File: config.mk
export PLATFORM = sky130hd
export DESIGN_NAME = nmea_sentence_field_parser_top
export DESIGN_NICKNAME = d
export VERILOG_FILES = /design/src/rtl/nsfp_pkg.sv /design/src/rtl/nmea_sentence_field_parser_top.sv /design/src/rtl/nsfp_core.sv
export SDC_FILE = /design/constraint.sdc
export NUM_CORES = 2
export LEC_CHECK = 0
export BUFFER_PORTS_ARGS = -buffer_cell sky130_fd_sc_hd__buf_2
export CAP_MARGIN = 20
export CELL_PAD_IN_SITES_DETAIL_PLACEMENT = 1
export CELL_PAD_IN_SITES_GLOBAL_PLACEMENT = 1
export CORE_UTILIZATION = 50
export DETAILED_ROUTE_END_ITERATION = 8
export PLACE_DENSITY = 0.86
export SLEW_MARGIN = 20
export SYNTH_ARGS = -nofsm -noshare
export SYNTH_HDL_FRONTEND = slang
export SYNTH_SLANG_ARGS = --single-unit
export TNS_END_PERCENT = 1
File: constraint.sdc
create_clock -name i_clk -period 9.7 [get_ports i_clk]
set_input_delay 1.94 -clock i_clk [delete_from_list [all_inputs] [get_ports i_clk]]
set_output_delay 1.94 -clock i_clk [all_outputs]
set_load 0.05 [all_outputs]
File: src/rtl/nsfp_pkg.sv
// shared types, constants and tables of the nmea sentence field parser
`timescale 1ns / 1ps
`default_nettype none
package nsfp_pkg;

    // default parameter values
    localparam int FIELD_MAX_CHARS_DEF = 16;
    localparam int FRACTION_DIGITS_DEF = 5;

    // field widths
    localparam int VALUE_W = 40;
    localparam int CFG_W   = 38;
    localparam int TIMEDATE_CHARS = 6;
    localparam logic [VALUE_W-1:0] MAG_MAX = 40'd549755813887;

    // characters
    localparam logic [7:0] CH_DOLLAR = 8'h24;
    localparam logic [7:0] CH_COMMA  = 8'h2C;
    localparam logic [7:0] CH_STAR   = 8'h2A;
    localparam logic [7:0] CH_NL     = 8'h0A;
    localparam logic [7:0] CH_PLUS   = 8'h2B;
    localparam logic [7:0] CH_MINUS  = 8'h2D;
    localparam logic [7:0] CH_DOT    = 8'h2E;
    localparam logic [7:0] CH_0      = 8'h30;
    localparam logic [7:0] CH_9      = 8'h39;
    localparam logic [7:0] CH_A      = 8'h41;
    localparam logic [7:0] CH_D      = 8'h44;
    localparam logic [7:0] CH_E      = 8'h45;
    localparam logic [7:0] CH_M      = 8'h4D;
    localparam logic [7:0] CH_N      = 8'h4E;
    localparam logic [7:0] CH_S      = 8'h53;
    localparam logic [7:0] CH_W      = 8'h57;

    // configuration register indexes
    localparam logic [2:0] CFG_LAT_MAX  = 3'd0;
    localparam logic [2:0] CFG_LON_MAX  = 3'd1;
    localparam logic [2:0] CFG_ALT_MIN  = 3'd2;
    localparam logic [2:0] CFG_ALT_MAX  = 3'd3;
    localparam logic [2:0] CFG_DOP_MAX  = 3'd4;
    localparam logic [2:0] CFG_SPD_MAX  = 3'd5;
    localparam logic [2:0] CFG_SATS_MAX = 3'd6;
    localparam logic [2:0] CFG_FIX_MAX  = 3'd7;

    // quantity codes
    localparam logic [3:0] Q_TIME    = 4'd0;
    localparam logic [3:0] Q_DATE    = 4'd1;
    localparam logic [3:0] Q_LAT     = 4'd2;
    localparam logic [3:0] Q_LON     = 4'd3;
    localparam logic [3:0] Q_LATDIR  = 4'd4;
    localparam logic [3:0] Q_LONDIR  = 4'd5;
    localparam logic [3:0] Q_ALT     = 4'd6;
    localparam logic [3:0] Q_FIX     = 4'd7;
    localparam logic [3:0] Q_SATS    = 4'd8;
    localparam logic [3:0] Q_HDOP    = 4'd9;
    localparam logic [3:0] Q_VDOP    = 4'd10;
    localparam logic [3:0] Q_SPEED   = 4'd11;
    localparam logic [3:0] Q_MODE1   = 4'd12;
    localparam logic [3:0] Q_MODE2   = 4'd13;
    localparam logic [3:0] Q_MODEIND = 4'd14;
    localparam logic [3:0] Q_NONE    = 4'd15;

    // sentence kinds
    localparam logic [2:0] K_RMC = 3'd0;
    localparam logic [2:0] K_VTG = 3'd1;
    localparam logic [2:0] K_GGA = 3'd2;
    localparam logic [2:0] K_GSA = 3'd3;
    localparam logic [2:0] K_GSV = 3'd4;
    localparam logic [2:0] K_GLL = 3'd5;

    // configuration registers
    typedef struct packed {
        logic [33:0] lat_max;
        logic [34:0] lon_max;
        logic [37:0] alt_min;
        logic [37:0] alt_max;
        logic [33:0] dop_max;
        logic [24:0] spd_max;
        logic [6:0]  sats_max;
        logic [3:0]  fix_max;
    } t_cfg;

    // one result item
    typedef struct packed {
        logic [3:0]         quantity;
        logic [VALUE_W-1:0] value;
        logic [2:0]         kind;
    } t_item;

    // results of one byte
    typedef struct packed {
        logic [1:0] cnt;
        t_item      item0;
        t_item      item1;
    } t_res;

    // power of ten for elaboration-time constants
    function automatic logic [63:0] pow10(input int n);
        logic [63:0] p;
        p = 64'd1;
        for (int i = 0; i < n; i++) p = p * 64'd10;
        return p;
    endfunction

    // header letters of each sentence type
    function automatic logic [7:0] hdr_char(input logic [2:0] t, input logic [2:0] pos);
        logic [39:0] s;
        unique case (t)
            K_RMC:   s = "GPRMC";
            K_VTG:   s = "GPVTG";
            K_GGA:   s = "GPGGA";
            K_GSA:   s = "GPGSA";
            K_GSV:   s = "GPGSV";
            default: s = "GPGLL";
        endcase
        unique case (pos)
            3'd0:    hdr_char = s[39:32];
            3'd1:    hdr_char = s[31:24];
            3'd2:    hdr_char = s[23:16];
            3'd3:    hdr_char = s[15:8];
            default: hdr_char = s[7:0];
        endcase
    endfunction

    // number of fields of each sentence type
    function automatic logic [4:0] field_count(input logic [2:0] t);
        unique case (t)
            K_RMC:   field_count = 5'd13;
            K_VTG:   field_count = 5'd10;
            K_GGA:   field_count = 5'd15;
            K_GSA:   field_count = 5'd18;
            K_GSV:   field_count = 5'd20;
            default: field_count = 5'd8;
        endcase
    endfunction

    // quantity carried by a field of a sentence type
    function automatic logic [3:0] qty_map(input logic [2:0] t, input logic [4:0] f);
        qty_map = Q_NONE;
        unique case (t)
            K_RMC: begin
                unique case (f)
                    5'd0:    qty_map = Q_TIME;
                    5'd2:    qty_map = Q_LAT;
                    5'd3:    qty_map = Q_LATDIR;
                    5'd4:    qty_map = Q_LON;
                    5'd5:    qty_map = Q_LONDIR;
                    5'd8:    qty_map = Q_DATE;
                    5'd11:   qty_map = Q_MODEIND;
                    default: qty_map = Q_NONE;
                endcase
            end
            K_VTG: begin
                unique case (f)
                    5'd6:    qty_map = Q_SPEED;
                    5'd8:    qty_map = Q_MODEIND;
                    default: qty_map = Q_NONE;
                endcase
            end
            K_GGA: begin
                unique case (f)
                    5'd0:    qty_map = Q_TIME;
                    5'd1:    qty_map = Q_LAT;
                    5'd2:    qty_map = Q_LATDIR;
                    5'd3:    qty_map = Q_LON;
                    5'd4:    qty_map = Q_LONDIR;
                    5'd5:    qty_map = Q_FIX;
                    5'd6:    qty_map = Q_SATS;
                    5'd7:    qty_map = Q_HDOP;
                    5'd8:    qty_map = Q_ALT;
                    default: qty_map = Q_NONE;
                endcase
            end
            K_GSA: begin
                unique case (f)
                    5'd0:    qty_map = Q_MODE1;
                    5'd1:    qty_map = Q_MODE2;
                    5'd15:   qty_map = Q_HDOP;
                    5'd16:   qty_map = Q_VDOP;
                    default: qty_map = Q_NONE;
                endcase
            end
            K_GLL: begin
                unique case (f)
                    5'd0:    qty_map = Q_LAT;
                    5'd1:    qty_map = Q_LATDIR;
                    5'd2:    qty_map = Q_LON;
                    5'd3:    qty_map = Q_LONDIR;
                    5'd4:    qty_map = Q_TIME;
                    5'd6:    qty_map = Q_MODEIND;
                    default: qty_map = Q_NONE;
                endcase
            end
            default: qty_map = Q_NONE;
        endcase
    endfunction

endpackage
`default_nettype wire

File: src/rtl/nmea_sentence_field_parser_top.sv
// top level of the nmea sentence field parser: ports, registers, input stage, result queue
//
// channel   direction  handshake                    payload
// s_axis    in         i_s_axis_tvalid/o_s_axis_tready  tdata: rx_byte
// m_axis    out        o_m_axis_tvalid/i_m_axis_tready  tdata: value; tuser: quantity, kind
// cfg       in         i_cfg_valid/o_cfg_ready      i_cfg_index, i_cfg_data
//
// one byte per cycle: a byte is parsed from the input register in the cycle after its
// transfer, and its results (up to two) land in an eight-entry result queue at the next edge
// results are offered once they are written into the result queue, and transfer out
// while i_m_axis_tready is high
// synchronous active-low reset returns to hunting and loads register defaults
// s_axis stalls when the result queue has fewer than four free entries
`timescale 1ns / 1ps
`default_nettype none
module nmea_sentence_field_parser_top import nsfp_pkg::*; #(
    parameter int FIELD_MAX_CHARS = FIELD_MAX_CHARS_DEF,
    parameter int FRACTION_DIGITS = FRACTION_DIGITS_DEF
) (
    input  wire logic               i_clk,
    input  wire logic               i_rst_n,
    input  wire logic               i_s_axis_tvalid,
    output logic                    o_s_axis_tready,
    input  wire logic [7:0]         i_s_axis_tdata,   // [7:0] rx_byte
    output logic                    o_m_axis_tvalid,
    input  wire logic               i_m_axis_tready,
    output logic [VALUE_W-1:0]      o_m_axis_tdata,   // [39:0] value
    output logic [6:0]              o_m_axis_tuser,   // [3:0] quantity, [6:4] sentence_kind
    output logic                    o_m_axis_tlast,   // last_item
    input  wire logic               i_cfg_valid,
    output logic                    o_cfg_ready,
    input  wire logic [2:0]         i_cfg_index,
    input  wire logic [CFG_W-1:0]   i_cfg_data
);

    localparam int DEPTH = 8;
    localparam int PW = $clog2(DEPTH);

    t_cfg           r_cfg;
    logic           r_in_valid;
    logic [7:0]     r_in_byte;
    t_res           res;
    t_item          r_mem [DEPTH];
    logic           r_last [DEPTH];
    logic [PW-1:0]  r_wr, r_rd;
    logic [PW:0]    r_count;
    logic           in_xfer, out_xfer;

    assign o_cfg_ready = 1'b1;
    assign o_s_axis_tready = (r_count <= (PW+1)'(DEPTH - 4));
    assign in_xfer = i_s_axis_tvalid && o_s_axis_tready;
    assign o_m_axis_tvalid = (r_count != '0);
    assign out_xfer = o_m_axis_tvalid && i_m_axis_tready;

    // configuration registers
    always_ff @(posedge i_clk) begin
        if (!i_rst_n) begin
            r_cfg.lat_max  <= 34'd900000000;
            r_cfg.lon_max  <= 35'd1800000000;
            r_cfg.alt_min  <= 38'(-64'sd50000000);
            r_cfg.alt_max  <= 38'd1000000000;
            r_cfg.dop_max  <= 34'd9999000;
            r_cfg.spd_max  <= 25'd25500000;
            r_cfg.sats_max <= 7'd12;
            r_cfg.fix_max  <= 4'd8;
        end else if (i_cfg_valid) begin
            unique case (i_cfg_index)
                CFG_LAT_MAX:  r_cfg.lat_max  <= i_cfg_data[33:0];
                CFG_LON_MAX:  r_cfg.lon_max  <= i_cfg_data[34:0];
                CFG_ALT_MIN:  r_cfg.alt_min  <= i_cfg_data[37:0];
                CFG_ALT_MAX:  r_cfg.alt_max  <= i_cfg_data[37:0];
                CFG_DOP_MAX:  r_cfg.dop_max  <= i_cfg_data[33:0];
                CFG_SPD_MAX:  r_cfg.spd_max  <= i_cfg_data[24:0];
                CFG_SATS_MAX: r_cfg.sats_max <= i_cfg_data[6:0];
                default:      r_cfg.fix_max  <= i_cfg_data[3:0];
            endcase
        end
    end

    // input register
    always_ff @(posedge i_clk) begin
        if (!i_rst_n) begin
            r_in_valid <= 1'b0;
        end else begin
            r_in_valid <= in_xfer;
        end
        if (in_xfer) r_in_byte <= i_s_axis_tdata;
    end

    nsfp_core #(
        .FIELD_MAX_CHARS(FIELD_MAX_CHARS),
        .FRACTION_DIGITS(FRACTION_DIGITS)
    ) u_core (
        .i_clk   (i_clk),
        .i_rst_n (i_rst_n),
        .i_valid (r_in_valid),
        .i_byte  (r_in_byte),
        .i_cfg   (r_cfg),
        .o_res   (res)
    );

    // result queue storage
    always_ff @(posedge i_clk) begin
        if (res.cnt != 2'd0) begin
            r_mem[r_wr]  <= res.item0;
            r_last[r_wr] <= (res.cnt == 2'd1);
        end
        if (res.cnt == 2'd2) begin
            r_mem[r_wr + PW'(1)]  <= res.item1;
            r_last[r_wr + PW'(1)] <= 1'b1;
        end
    end

    // result queue pointers
    always_ff @(posedge i_clk) begin
        if (!i_rst_n) begin
            r_wr    <= '0;
            r_rd    <= '0;
            r_count <= '0;
        end else begin
            r_wr    <= r_wr + PW'(res.cnt);
            r_rd    <= r_rd + PW'(out_xfer);
            r_count <= r_count + (PW+1)'(res.cnt) - (PW+1)'(out_xfer);
        end
    end

    assign o_m_axis_tdata = r_mem[r_rd].value;
    assign o_m_axis_tuser = {r_mem[r_rd].kind, r_mem[r_rd].quantity};
    assign o_m_axis_tlast = r_last[r_rd];

endmodule
`default_nettype wire

File: src/rtl/nsfp_core.sv
// sentence state machine, field accumulators and limit checks, one byte per cycle
`timescale 1ns / 1ps
`default_nettype none
module nsfp_core import nsfp_pkg::*; #(
    parameter int FIELD_MAX_CHARS = FIELD_MAX_CHARS_DEF,
    parameter int FRACTION_DIGITS = FRACTION_DIGITS_DEF
) (
    input  wire logic       i_clk,
    input  wire logic       i_rst_n,
    input  wire logic       i_valid,
    input  wire logic [7:0] i_byte,
    input  wire t_cfg       i_cfg,
    output t_res            o_res
);

    localparam int LW = $clog2(FIELD_MAX_CHARS + 1);
    localparam logic [VALUE_W-1:0] SC     = VALUE_W'(pow10(FRACTION_DIGITS));
    localparam logic [VALUE_W-1:0] IPMAX  = VALUE_W'(MAG_MAX / pow10(FRACTION_DIGITS));
    localparam logic [VALUE_W-1:0] IPSMAX = VALUE_W'((MAG_MAX / pow10(FRACTION_DIGITS))
                                                     * pow10(FRACTION_DIGITS));
    localparam logic [VALUE_W-1:0] FW0 = VALUE_W'(pow10(FRACTION_DIGITS - 1));
    localparam logic [VALUE_W-1:0] FW1 = VALUE_W'(pow10(FRACTION_DIGITS - 2));
    localparam logic [VALUE_W-1:0] FW2 = VALUE_W'(pow10(FRACTION_DIGITS - 3));
    localparam logic [VALUE_W-1:0] FW3 = VALUE_W'(pow10(FRACTION_DIGITS - 4));
    localparam logic [VALUE_W-1:0] FW4 = VALUE_W'(pow10(FRACTION_DIGITS - 5));
    localparam logic [VALUE_W-1:0] FW5 = VALUE_W'(pow10(FRACTION_DIGITS - 6));

    typedef enum logic [3:0] {
        PH_HUNT   = 4'b0001,
        PH_HEADER = 4'b0010,
        PH_OPEN   = 4'b0100,
        PH_FIELDS = 4'b1000
    } t_phase;

    t_phase             r_phase, n_phase;
    logic [2:0]         r_hpos, n_hpos;
    logic [5:0]         r_mask, n_mask;
    logic [2:0]         r_type, n_type;
    logic [4:0]         r_fidx, n_fidx;
    logic [LW-1:0]      r_flen, n_flen;
    logic [VALUE_W-1:0] r_acc, n_acc;     // padded magnitude, saturated
    logic [VALUE_W-1:0] r_ipa, n_ipa;     // integer part, saturated
    logic [VALUE_W-1:0] r_ips, n_ips;     // integer part times scale, saturated
    logic [23:0]        r_bcd, n_bcd;     // last six integer digits
    logic [2:0]         r_frac, n_frac;
    logic [7:0]         r_fchar, n_fchar;
    logic               r_neg, n_neg, r_dot, n_dot, r_stop, n_stop;
    logic [VALUE_W-1:0] r_lat, n_lat, r_lon, n_lon;

    // field finish values
    logic [3:0]         q_now;
    logic               negz;
    logic [VALUE_W:0]   sv;
    logic               fin_ok;
    logic [VALUE_W-1:0] fin_val;
    logic [6:0]         hh, mm, ss;

    // digit accumulation helpers
    logic [3:0]         dig;
    logic               is_dig;
    logic [VALUE_W+4:0] t_acc_i, t_acc_f, t_ipa, t_ips;
    logic [VALUE_W-1:0] fw_sel;

    logic               do_finish, do_commit, clr;

    assign q_now = (r_fidx < 5'd20) ? qty_map(r_type, r_fidx) : Q_NONE;
    assign dig = 4'(i_byte - CH_0);
    assign is_dig = (i_byte >= CH_0) && (i_byte <= CH_9);

    // fraction digit weight
    always_comb begin
        unique case (r_frac)
            3'd0:    fw_sel = FW0;
            3'd1:    fw_sel = FW1;
            3'd2:    fw_sel = FW2;
            3'd3:    fw_sel = FW3;
            3'd4:    fw_sel = FW4;
            default: fw_sel = FW5;
        endcase
    end

    // next-value candidates of the accumulators
    assign t_acc_i = {5'd0, r_acc} * (VALUE_W+5)'(10) + (VALUE_W+5)'(SC) * (VALUE_W+5)'(dig);
    assign t_acc_f = {5'd0, r_acc} + (VALUE_W+5)'(fw_sel) * (VALUE_W+5)'(dig);
    assign t_ipa   = {5'd0, r_ipa} * (VALUE_W+5)'(10) + (VALUE_W+5)'(dig);
    assign t_ips   = {5'd0, r_ips} * (VALUE_W+5)'(10) + (VALUE_W+5)'(SC) * (VALUE_W+5)'(dig);

    // limit checks on the field in progress
    assign negz = r_neg && (r_acc != '0);
    assign sv = negz ? -{1'b0, r_acc} : {1'b0, r_acc};
    assign hh = 7'(r_bcd[23:20]) * 7'd10 + 7'(r_bcd[19:16]);
    assign mm = 7'(r_bcd[15:12]) * 7'd10 + 7'(r_bcd[11:8]);
    assign ss = 7'(r_bcd[7:4]) * 7'd10 + 7'(r_bcd[3:0]);

    always_comb begin
        fin_ok = 1'b0;
        fin_val = sv[VALUE_W-1:0];
        unique case (q_now)
            Q_TIME: begin
                fin_ok = !negz && hh <= 7'd23 && mm <= 7'd59 && ss <= 7'd59;
                fin_val = r_ipa;
            end
            Q_DATE: begin
                fin_ok = !negz && hh >= 7'd1 && hh <= 7'd31 && mm >= 7'd1 && mm <= 7'd12;
                fin_val = r_ipa;
            end
            Q_LAT: begin
                fin_ok = !negz && r_acc <= VALUE_W'(i_cfg.lat_max);
            end
            Q_LON: begin
                fin_ok = !negz && r_acc <= VALUE_W'(i_cfg.lon_max);
            end
            Q_LATDIR: begin
                fin_ok = (r_fchar == CH_N) || (r_fchar == CH_S);
                fin_val = VALUE_W'(r_fchar);
            end
            Q_LONDIR: begin
                fin_ok = (r_fchar == CH_E) || (r_fchar == CH_W);
                fin_val = VALUE_W'(r_fchar);
            end
            Q_ALT: begin
                fin_ok = ($signed(sv) >= $signed((VALUE_W+1)'($signed(i_cfg.alt_min))))
                      && ($signed(sv) <= $signed((VALUE_W+1)'($signed(i_cfg.alt_max))));
            end
            Q_FIX: begin
                fin_ok = !negz && r_ipa <= VALUE_W'(i_cfg.fix_max);
                fin_val = r_ipa;
            end
            Q_SATS: begin
                fin_ok = !negz && r_ipa <= VALUE_W'(i_cfg.sats_max);
                fin_val = r_ipa;
            end
            Q_HDOP, Q_VDOP: begin
                fin_ok = !negz && r_acc <= VALUE_W'(i_cfg.dop_max);
            end
            Q_SPEED: begin
                fin_ok = !negz && r_acc <= VALUE_W'(i_cfg.spd_max);
                fin_val = r_ips;
            end
            Q_MODE1: begin
                fin_ok = 1'b1;
                fin_val = (r_fchar == CH_A) ? VALUE_W'(1) :
                          (r_fchar == CH_M) ? VALUE_W'(2) : '0;
            end
            Q_MODE2: begin
                fin_ok = !negz && r_ipa >= VALUE_W'(1) && r_ipa <= VALUE_W'(3);
                fin_val = r_ipa;
            end
            Q_MODEIND: begin
                fin_ok = 1'b1;
                fin_val = (r_fchar == CH_A) ? VALUE_W'(1) :
                          (r_fchar == CH_D) ? VALUE_W'(2) :
                          (r_fchar == CH_E) ? VALUE_W'(3) :
                          (r_fchar == CH_M) ? VALUE_W'(4) : '0;
            end
            default: fin_ok = 1'b0;
        endcase
    end

    // sentence state machine
    always_comb begin
        n_phase = r_phase;
        n_hpos  = r_hpos;
        n_mask  = r_mask;
        n_type  = r_type;
        n_fidx  = r_fidx;
        n_flen  = r_flen;
        n_acc   = r_acc;
        n_ipa   = r_ipa;
        n_ips   = r_ips;
        n_bcd   = r_bcd;
        n_frac  = r_frac;
        n_fchar = r_fchar;
        n_neg   = r_neg;
        n_dot   = r_dot;
        n_stop  = r_stop;
        n_lat   = r_lat;
        n_lon   = r_lon;
        do_finish = 1'b0;
        do_commit = 1'b0;
        clr = 1'b0;
        unique case (r_phase)
            PH_HEADER: begin
                if (i_byte == CH_DOLLAR) begin
                    n_hpos = '0;
                    n_mask = 6'h3F;
                end else begin
                    for (int t = 0; t < 6; t++) begin
                        if (r_hpos >= 3'd5 || hdr_char(3'(t), r_hpos) != i_byte)
                            n_mask[t] = 1'b0;
                    end
                    n_hpos = r_hpos + 3'd1;
                    if (n_mask == '0) begin
                        n_phase = PH_HUNT;
                    end else if (n_hpos >= 3'd5) begin
                        for (int t = 5; t >= 0; t--) begin
                            if (n_mask[t]) n_type = 3'(t);
                        end
                        n_phase = PH_OPEN;
                    end
                end
            end
            PH_OPEN: begin
                if (i_byte == CH_DOLLAR) begin
                    do_commit = 1'b1;
                    n_phase = PH_HEADER;
                    n_hpos = '0;
                    n_mask = 6'h3F;
                end else if (i_byte == CH_NL) begin
                    do_commit = 1'b1;
                    n_phase = PH_HUNT;
                end else begin
                    n_fidx = '0;
                    clr = 1'b1;
                    n_phase = PH_FIELDS;
                end
            end
            PH_FIELDS: begin
                if (i_byte == CH_DOLLAR) begin
                    do_commit = 1'b1;
                    n_phase = PH_HEADER;
                    n_hpos = '0;
                    n_mask = 6'h3F;
                end else if (i_byte == CH_NL) begin
                    do_commit = 1'b1;
                    n_phase = PH_HUNT;
                end else if (i_byte == CH_COMMA || i_byte == CH_STAR) begin
                    do_finish = (r_flen != '0) && fin_ok;
                    n_fidx = r_fidx + 5'd1;
                    if (n_fidx >= field_count(r_type)) begin
                        do_commit = 1'b1;
                        n_phase = PH_HUNT;
                    end
                    clr = 1'b1;
                end else if (r_flen >= LW'(FIELD_MAX_CHARS)) begin
                    do_commit = 1'b1;
                    n_phase = PH_HUNT;
                end else begin
                    // character of a field
                    n_flen = r_flen + LW'(1);
                    if (r_flen == '0) n_fchar = i_byte;
                    if (((q_now == Q_TIME) || (q_now == Q_DATE))
                        && r_flen >= LW'(TIMEDATE_CHARS)) begin
                        n_stop = r_stop;
                    end else if (!r_stop) begin
                        if (r_flen == '0 && (i_byte == CH_MINUS || i_byte == CH_PLUS)) begin
                            n_neg = (i_byte == CH_MINUS);
                        end else if (is_dig) begin
                            if (!r_dot) begin
                                n_acc = (t_acc_i > (VALUE_W+5)'(MAG_MAX)) ? MAG_MAX
                                        : t_acc_i[VALUE_W-1:0];
                                n_ipa = (t_ipa > (VALUE_W+5)'(IPMAX)) ? IPMAX
                                        : t_ipa[VALUE_W-1:0];
                                n_ips = (t_ips > (VALUE_W+5)'(IPSMAX)) ? IPSMAX
                                        : t_ips[VALUE_W-1:0];
                                n_bcd = {r_bcd[19:0], dig};
                            end else if (r_frac < 3'(FRACTION_DIGITS)) begin
                                n_acc = (t_acc_f > (VALUE_W+5)'(MAG_MAX)) ? MAG_MAX
                                        : t_acc_f[VALUE_W-1:0];
                                n_frac = r_frac + 3'd1;
                            end
                        end else if (i_byte == CH_DOT && !r_dot) begin
                            n_dot = 1'b1;
                        end else begin
                            n_stop = 1'b1;
                        end
                    end
                end
            end
            default: begin
                if (i_byte == CH_DOLLAR) begin
                    n_phase = PH_HEADER;
                    n_hpos = '0;
                    n_mask = 6'h3F;
                end else begin
                    n_phase = PH_HUNT;
                end
            end
        endcase
        // stage position fields
        if (do_finish && q_now == Q_LAT) begin
            if (!negz && r_acc <= VALUE_W'(i_cfg.lat_max)) n_lat = sv[VALUE_W-1:0];
        end
        if (do_finish && q_now == Q_LON) begin
            if (!negz && r_acc <= VALUE_W'(i_cfg.lon_max)) n_lon = sv[VALUE_W-1:0];
        end
        if (clr) begin
            n_flen = '0;
            n_acc = '0;
            n_ipa = '0;
            n_ips = '0;
            n_bcd = '0;
            n_frac = '0;
            n_fchar = '0;
            n_neg = 1'b0;
            n_dot = 1'b0;
            n_stop = 1'b0;
        end
    end

    // results of this byte
    always_comb begin
        o_res.cnt = 2'd0;
        o_res.item0 = '{quantity: q_now, value: fin_val, kind: r_type};
        o_res.item1 = '{quantity: Q_LON, value: n_lon, kind: r_type};
        if (do_commit) begin
            o_res.cnt = 2'd2;
            o_res.item0 = '{quantity: Q_LAT, value: n_lat, kind: r_type};
        end else if (do_finish && q_now != Q_LAT && q_now != Q_LON) begin
            o_res.cnt = 2'd1;
        end
        if (!i_valid) o_res.cnt = 2'd0;
    end

    // state registers
    always_ff @(posedge i_clk) begin
        if (!i_rst_n) begin
            r_phase <= PH_HUNT;
            r_hpos  <= '0;
            r_mask  <= '0;
            r_type  <= '0;
            r_fidx  <= '0;
            r_flen  <= '0;
            r_acc   <= '0;
            r_ipa   <= '0;
            r_ips   <= '0;
            r_bcd   <= '0;
            r_frac  <= '0;
            r_fchar <= '0;
            r_neg   <= 1'b0;
            r_dot   <= 1'b0;
            r_stop  <= 1'b0;
            r_lat   <= '0;
            r_lon   <= '0;
        end else if (i_valid) begin
            r_phase <= n_phase;
            r_hpos  <= n_hpos;
            r_mask  <= n_mask;
            r_type  <= n_type;
            r_fidx  <= n_fidx;
            r_flen  <= n_flen;
            r_acc   <= n_acc;
            r_ipa   <= n_ipa;
            r_ips   <= n_ips;
            r_bcd   <= n_bcd;
            r_frac  <= n_frac;
            r_fchar <= n_fchar;
            r_neg   <= n_neg;
            r_dot   <= n_dot;
            r_stop  <= n_stop;
            r_lat   <= n_lat;
            r_lon   <= n_lon;
        end
    end

endmodule
`default_nettype wire

==> run metrics <==
count of state elements after synthesis 881; Syn Nets 7471; worst vdd ir 145.3 uV; vias in the first global route 58.62k; # resized after CTS 0; CTS tree done; max_cap viols 0; RSZ-0062 raised after global routing false; gr usage total 37.98%; postcts setup bufs 0; met2 GRT Util 61.88%; crit path DAT between 9 and 10 ns; Initial Util between 50% and 60%; setup TNS 0 ns; WL per Instance between 20 and 30 um; Max Root-Sink Buffers 3; Initial DRC Count approximately 5.8k; grt total ovfl 0; Tightest Pin Transition 1.211 ns; CTS clk-pin slew, worst paths 0.06 ns; Max Clock Skew 0.07807 ns; P_leak around 27 nW; worst reg2reg path depth 27; syn avg cell area 8.932 um^2; startpoint class of the critical path flop; final net count between 7k and 8k; asr flop ratio synth 0%; Rows 127; area delta synth->final 8.812%; max_slew headroom approximately 17%; Mapped Cells just under 7k; DRC Markers 0; drt pass-1 iters 9; via count 57.43k; Detail Route Antenna Nets 0; die footprint about 120000 um^2; Post-synth EDFFs approximately 350; Placer Congestion 0.9613; antenna violations before repair 9; cts hold-fix bufs 0; Yosys cell types between 100 and 150; Hold Violations, Final 0; critical path class reg -> reg; hold_sp r_cfg[151]; post-route setup slack approximately 0.46 ns; Final HPWL DP between 150 and 200 mm; Endpoint, Worst Hold r_cfg[151]; CP Capture Type flop; Netlist Area Pre-Place 60670 um^2; power density cells 143.9 nW/um^2; worst-skew pair later-pin latency 0.77 ns; CP Max Fanout 25; RR Startpoint u_core.r_acc[0]; Syn. warnings 0; sequential area share after synthesis approximately a third; Setup WS pre-CTS 0.8608 ns; f_max approximately 110 MHz; vias per cell just under 7; Max Slew Vio Count 0; status complete, no violations; GRT met3 Usage slightly below 8%; height of the die 350.4 um; # IOs 105; reg-to-reg slack, setup 0.46 ns; Primary FF master, synth dfxtp_1; Worst EP required around 10 ns; share of cells above drive strength 1 9.383%; GRT Max-Usage Layer met2; Hold Path Stages 2; DIE WIDTH 350.4 um; CTS Root Cell clkbuf_16; Core Area 120100 um^2; total power 9.500 mW; TritonCTS Buffers 96; H-tree level count 3; final period utilization a little over nine tenths; fin crit period ~9 ns; Clock Sinks 881; FF-to-FF End r_mem[1][38]; Setup-failing EPs final 0; M1 GR Usage 46.61%; Port Buffers 103; first-pass GRT wire length 357.4 mm; largest net degree at the start of global routing 208; WL final about 240 mm; HP Class reg -> reg
-- Yosys cell counts (all sizes together), types with 24 or more instances --
cell,instances,share of area [%]
o211ai,110,1.4
mux2i,86,1.4
o21a,54,0.67
xnor2,201,2.9
inv,383,2.4
buf,51,0.42
o21ai,239,2.0
o21bai,24,0.30
mux4,96,3.6
and2,53,0.55
o221ai,59,0.95
nand2b,46,0.47
nand2,937,5.8
and3,79,0.81
a21oi,509,4.2
a211oi,35,0.45
clkbuf,328,2.0
dfxtp,529,17
ha,592,12
nor2,365,2.3
nand3,155,1.3
a31oi,49,0.53
a21o,145,1.8
nor2b,72,0.74
mux2,54,1.0
nor3,116,0.98
nor4,43,0.53
nand4,104,1.1
xor2,94,1.4
fa,32,1.1
o22ai,330,3.4
a221oi,36,0.53
o31ai,24,0.31
edfxtp,352,17
or3,35,0.36
a22oi,30,0.37
-- registers in the layout, summed over array words and instances, names as in the netlist, 24 cells and up, named ones only --
register and cells:
u_core.r_ipa 40, u_core.r_lat 40, r_mem 376, u_core.r_lon 40, u_core.r_acc 40, u_core.r_bcd 24
u_core.r_ips 35, r_cfg 215
-- critical path: stages, from the launching register on --
cell and delay [ns]:
dfxtp_1 0.44, inv_1 0.31, ha_1 0.25, or3b_1 0.45
or4_4 0.55, or4_4 0.46, inv_2 0.07, nand2_1 0.10
o21ai_2 0.17, buf_4 0.27, inv_2 0.25, o21ai_0 0.17
xnor2_1 0.22, ha_1 0.31, a21o_1 0.18, a21o_1 0.20
a21o_1 0.20, a21o_1 0.18, a21o_1 0.17, a21oi_1 0.22
o32ai_1 0.10, or3b_2 0.45, a311oi_1 0.65, o21ai_0 0.47
o211ai_2 0.45, a21boi_1 0.43, inv_2 0.64, buf_4 0.48
-- per-stage QoR --
step / instances / utilization, % / hold WS, ns / area (um^2)
6_report: 8438 / 54.96 / 0.4537 / 66020
5_1_grt: 8434 / 54.95 / 0.4643 / 66010
4_1_cts: 8427 / 54.89 / 0.4560 / 65930
3_5_place_dp: 8245 / 52.29 / 0.4475 / 62810
3_3_place_gp: 8245 / 52.28 / 0.4373 / 62810
2_1_floorplan: 6793 / - / 0.4213 / 60670
-- cells by family after synthesis --
kind of cell    after synthesis  share of synthesized area [%]
mux                         236                          5.984
other cells                   1                       0.006181
compound gates             1874                          20.31
simple gates               2115                          16.40
buf+inv                     766                          4.842
flops                       881                          34.88
xor+xnor                    295                          4.302
fa+ha+maj                   625                          13.28
-- layout by cell type, fill, tap and decap left out, types with 22 or more instances in the layout --
cell and instances:
o21a_1 54, o21ai_0 169, nand2b_1 45, dfxtp_1 526
o31ai_1 22, inv_1 372, o221ai_1 49, a21oi_1 507
mux2i_1 84, o21ai_1 68, nor3_1 110, nand3_1 149
xor2_1 93, xnor2_1 199, mux4_2 96, nor2b_1 72
nor2_1 358, or3_1 35, buf_2 104, a21o_1 145
edfxtp_1 352, o22ai_1 330, o21bai_1 24, a32o_1 23
ha_1 592, a22oi_1 30, clkbuf_16 96, and2_1 50
a31oi_1 48, nand2_1 933, a221oi_1 35, o211ai_1 107
a211oi_1 33, nand4_1 104, buf_4 112, fa_1 32
mux2_2 53, clkbuf_1 27, and3_1 78, nor4_1 39
-- worst max-delay path by stage --
stage	cells after the start	to	slack (ns)	from
floorplan	28	r_mem[0][0]	2.58	u_core.r_acc[0]
global route	27	r_mem[1][12]	0.28	u_core.r_acc[0]
global placement	26	r_mem[1][30]	1.21	u_core.r_acc[2]
detailed placement	27	r_mem[1][23]	0.86	u_core.r_acc[0]
finish	27	r_mem[1][38]	0.46	u_core.r_acc[0]
CTS	27	r_mem[1][38]	0.84	u_core.r_acc[0]
-- area by class of cell --
class	instances	area (um^2)
inverters	387	1460
clock inverters	46	441.7
flip-flops and latches	881	21170
clock buffers	136	2683
diodes	5	12.51
multi-input cells	5146	36730
repair buffers	225	1511
well taps	1612	2017
fillers	13860	54110
-- per-layer routing --
metal | vias up | routed length (um)
li1 | 24990 | -
met1 | 28490 | 90860
met2 | 3014 | 109900
met3 | 924 | 22570
met4 | 6 | 15080
met5 | - | 38
-- power by group --
| part | internal, mW | leakage [nW] | switching [mW] |
|---|---|---|---|
| sequential | 3.87 | 7.74 | 0.0717 |
| combinational | 0.677 | 18.2 | 1.20 |
| clock | 2.01 | 1.51 | 1.68 |
Power figures use the tool's default switching activity.
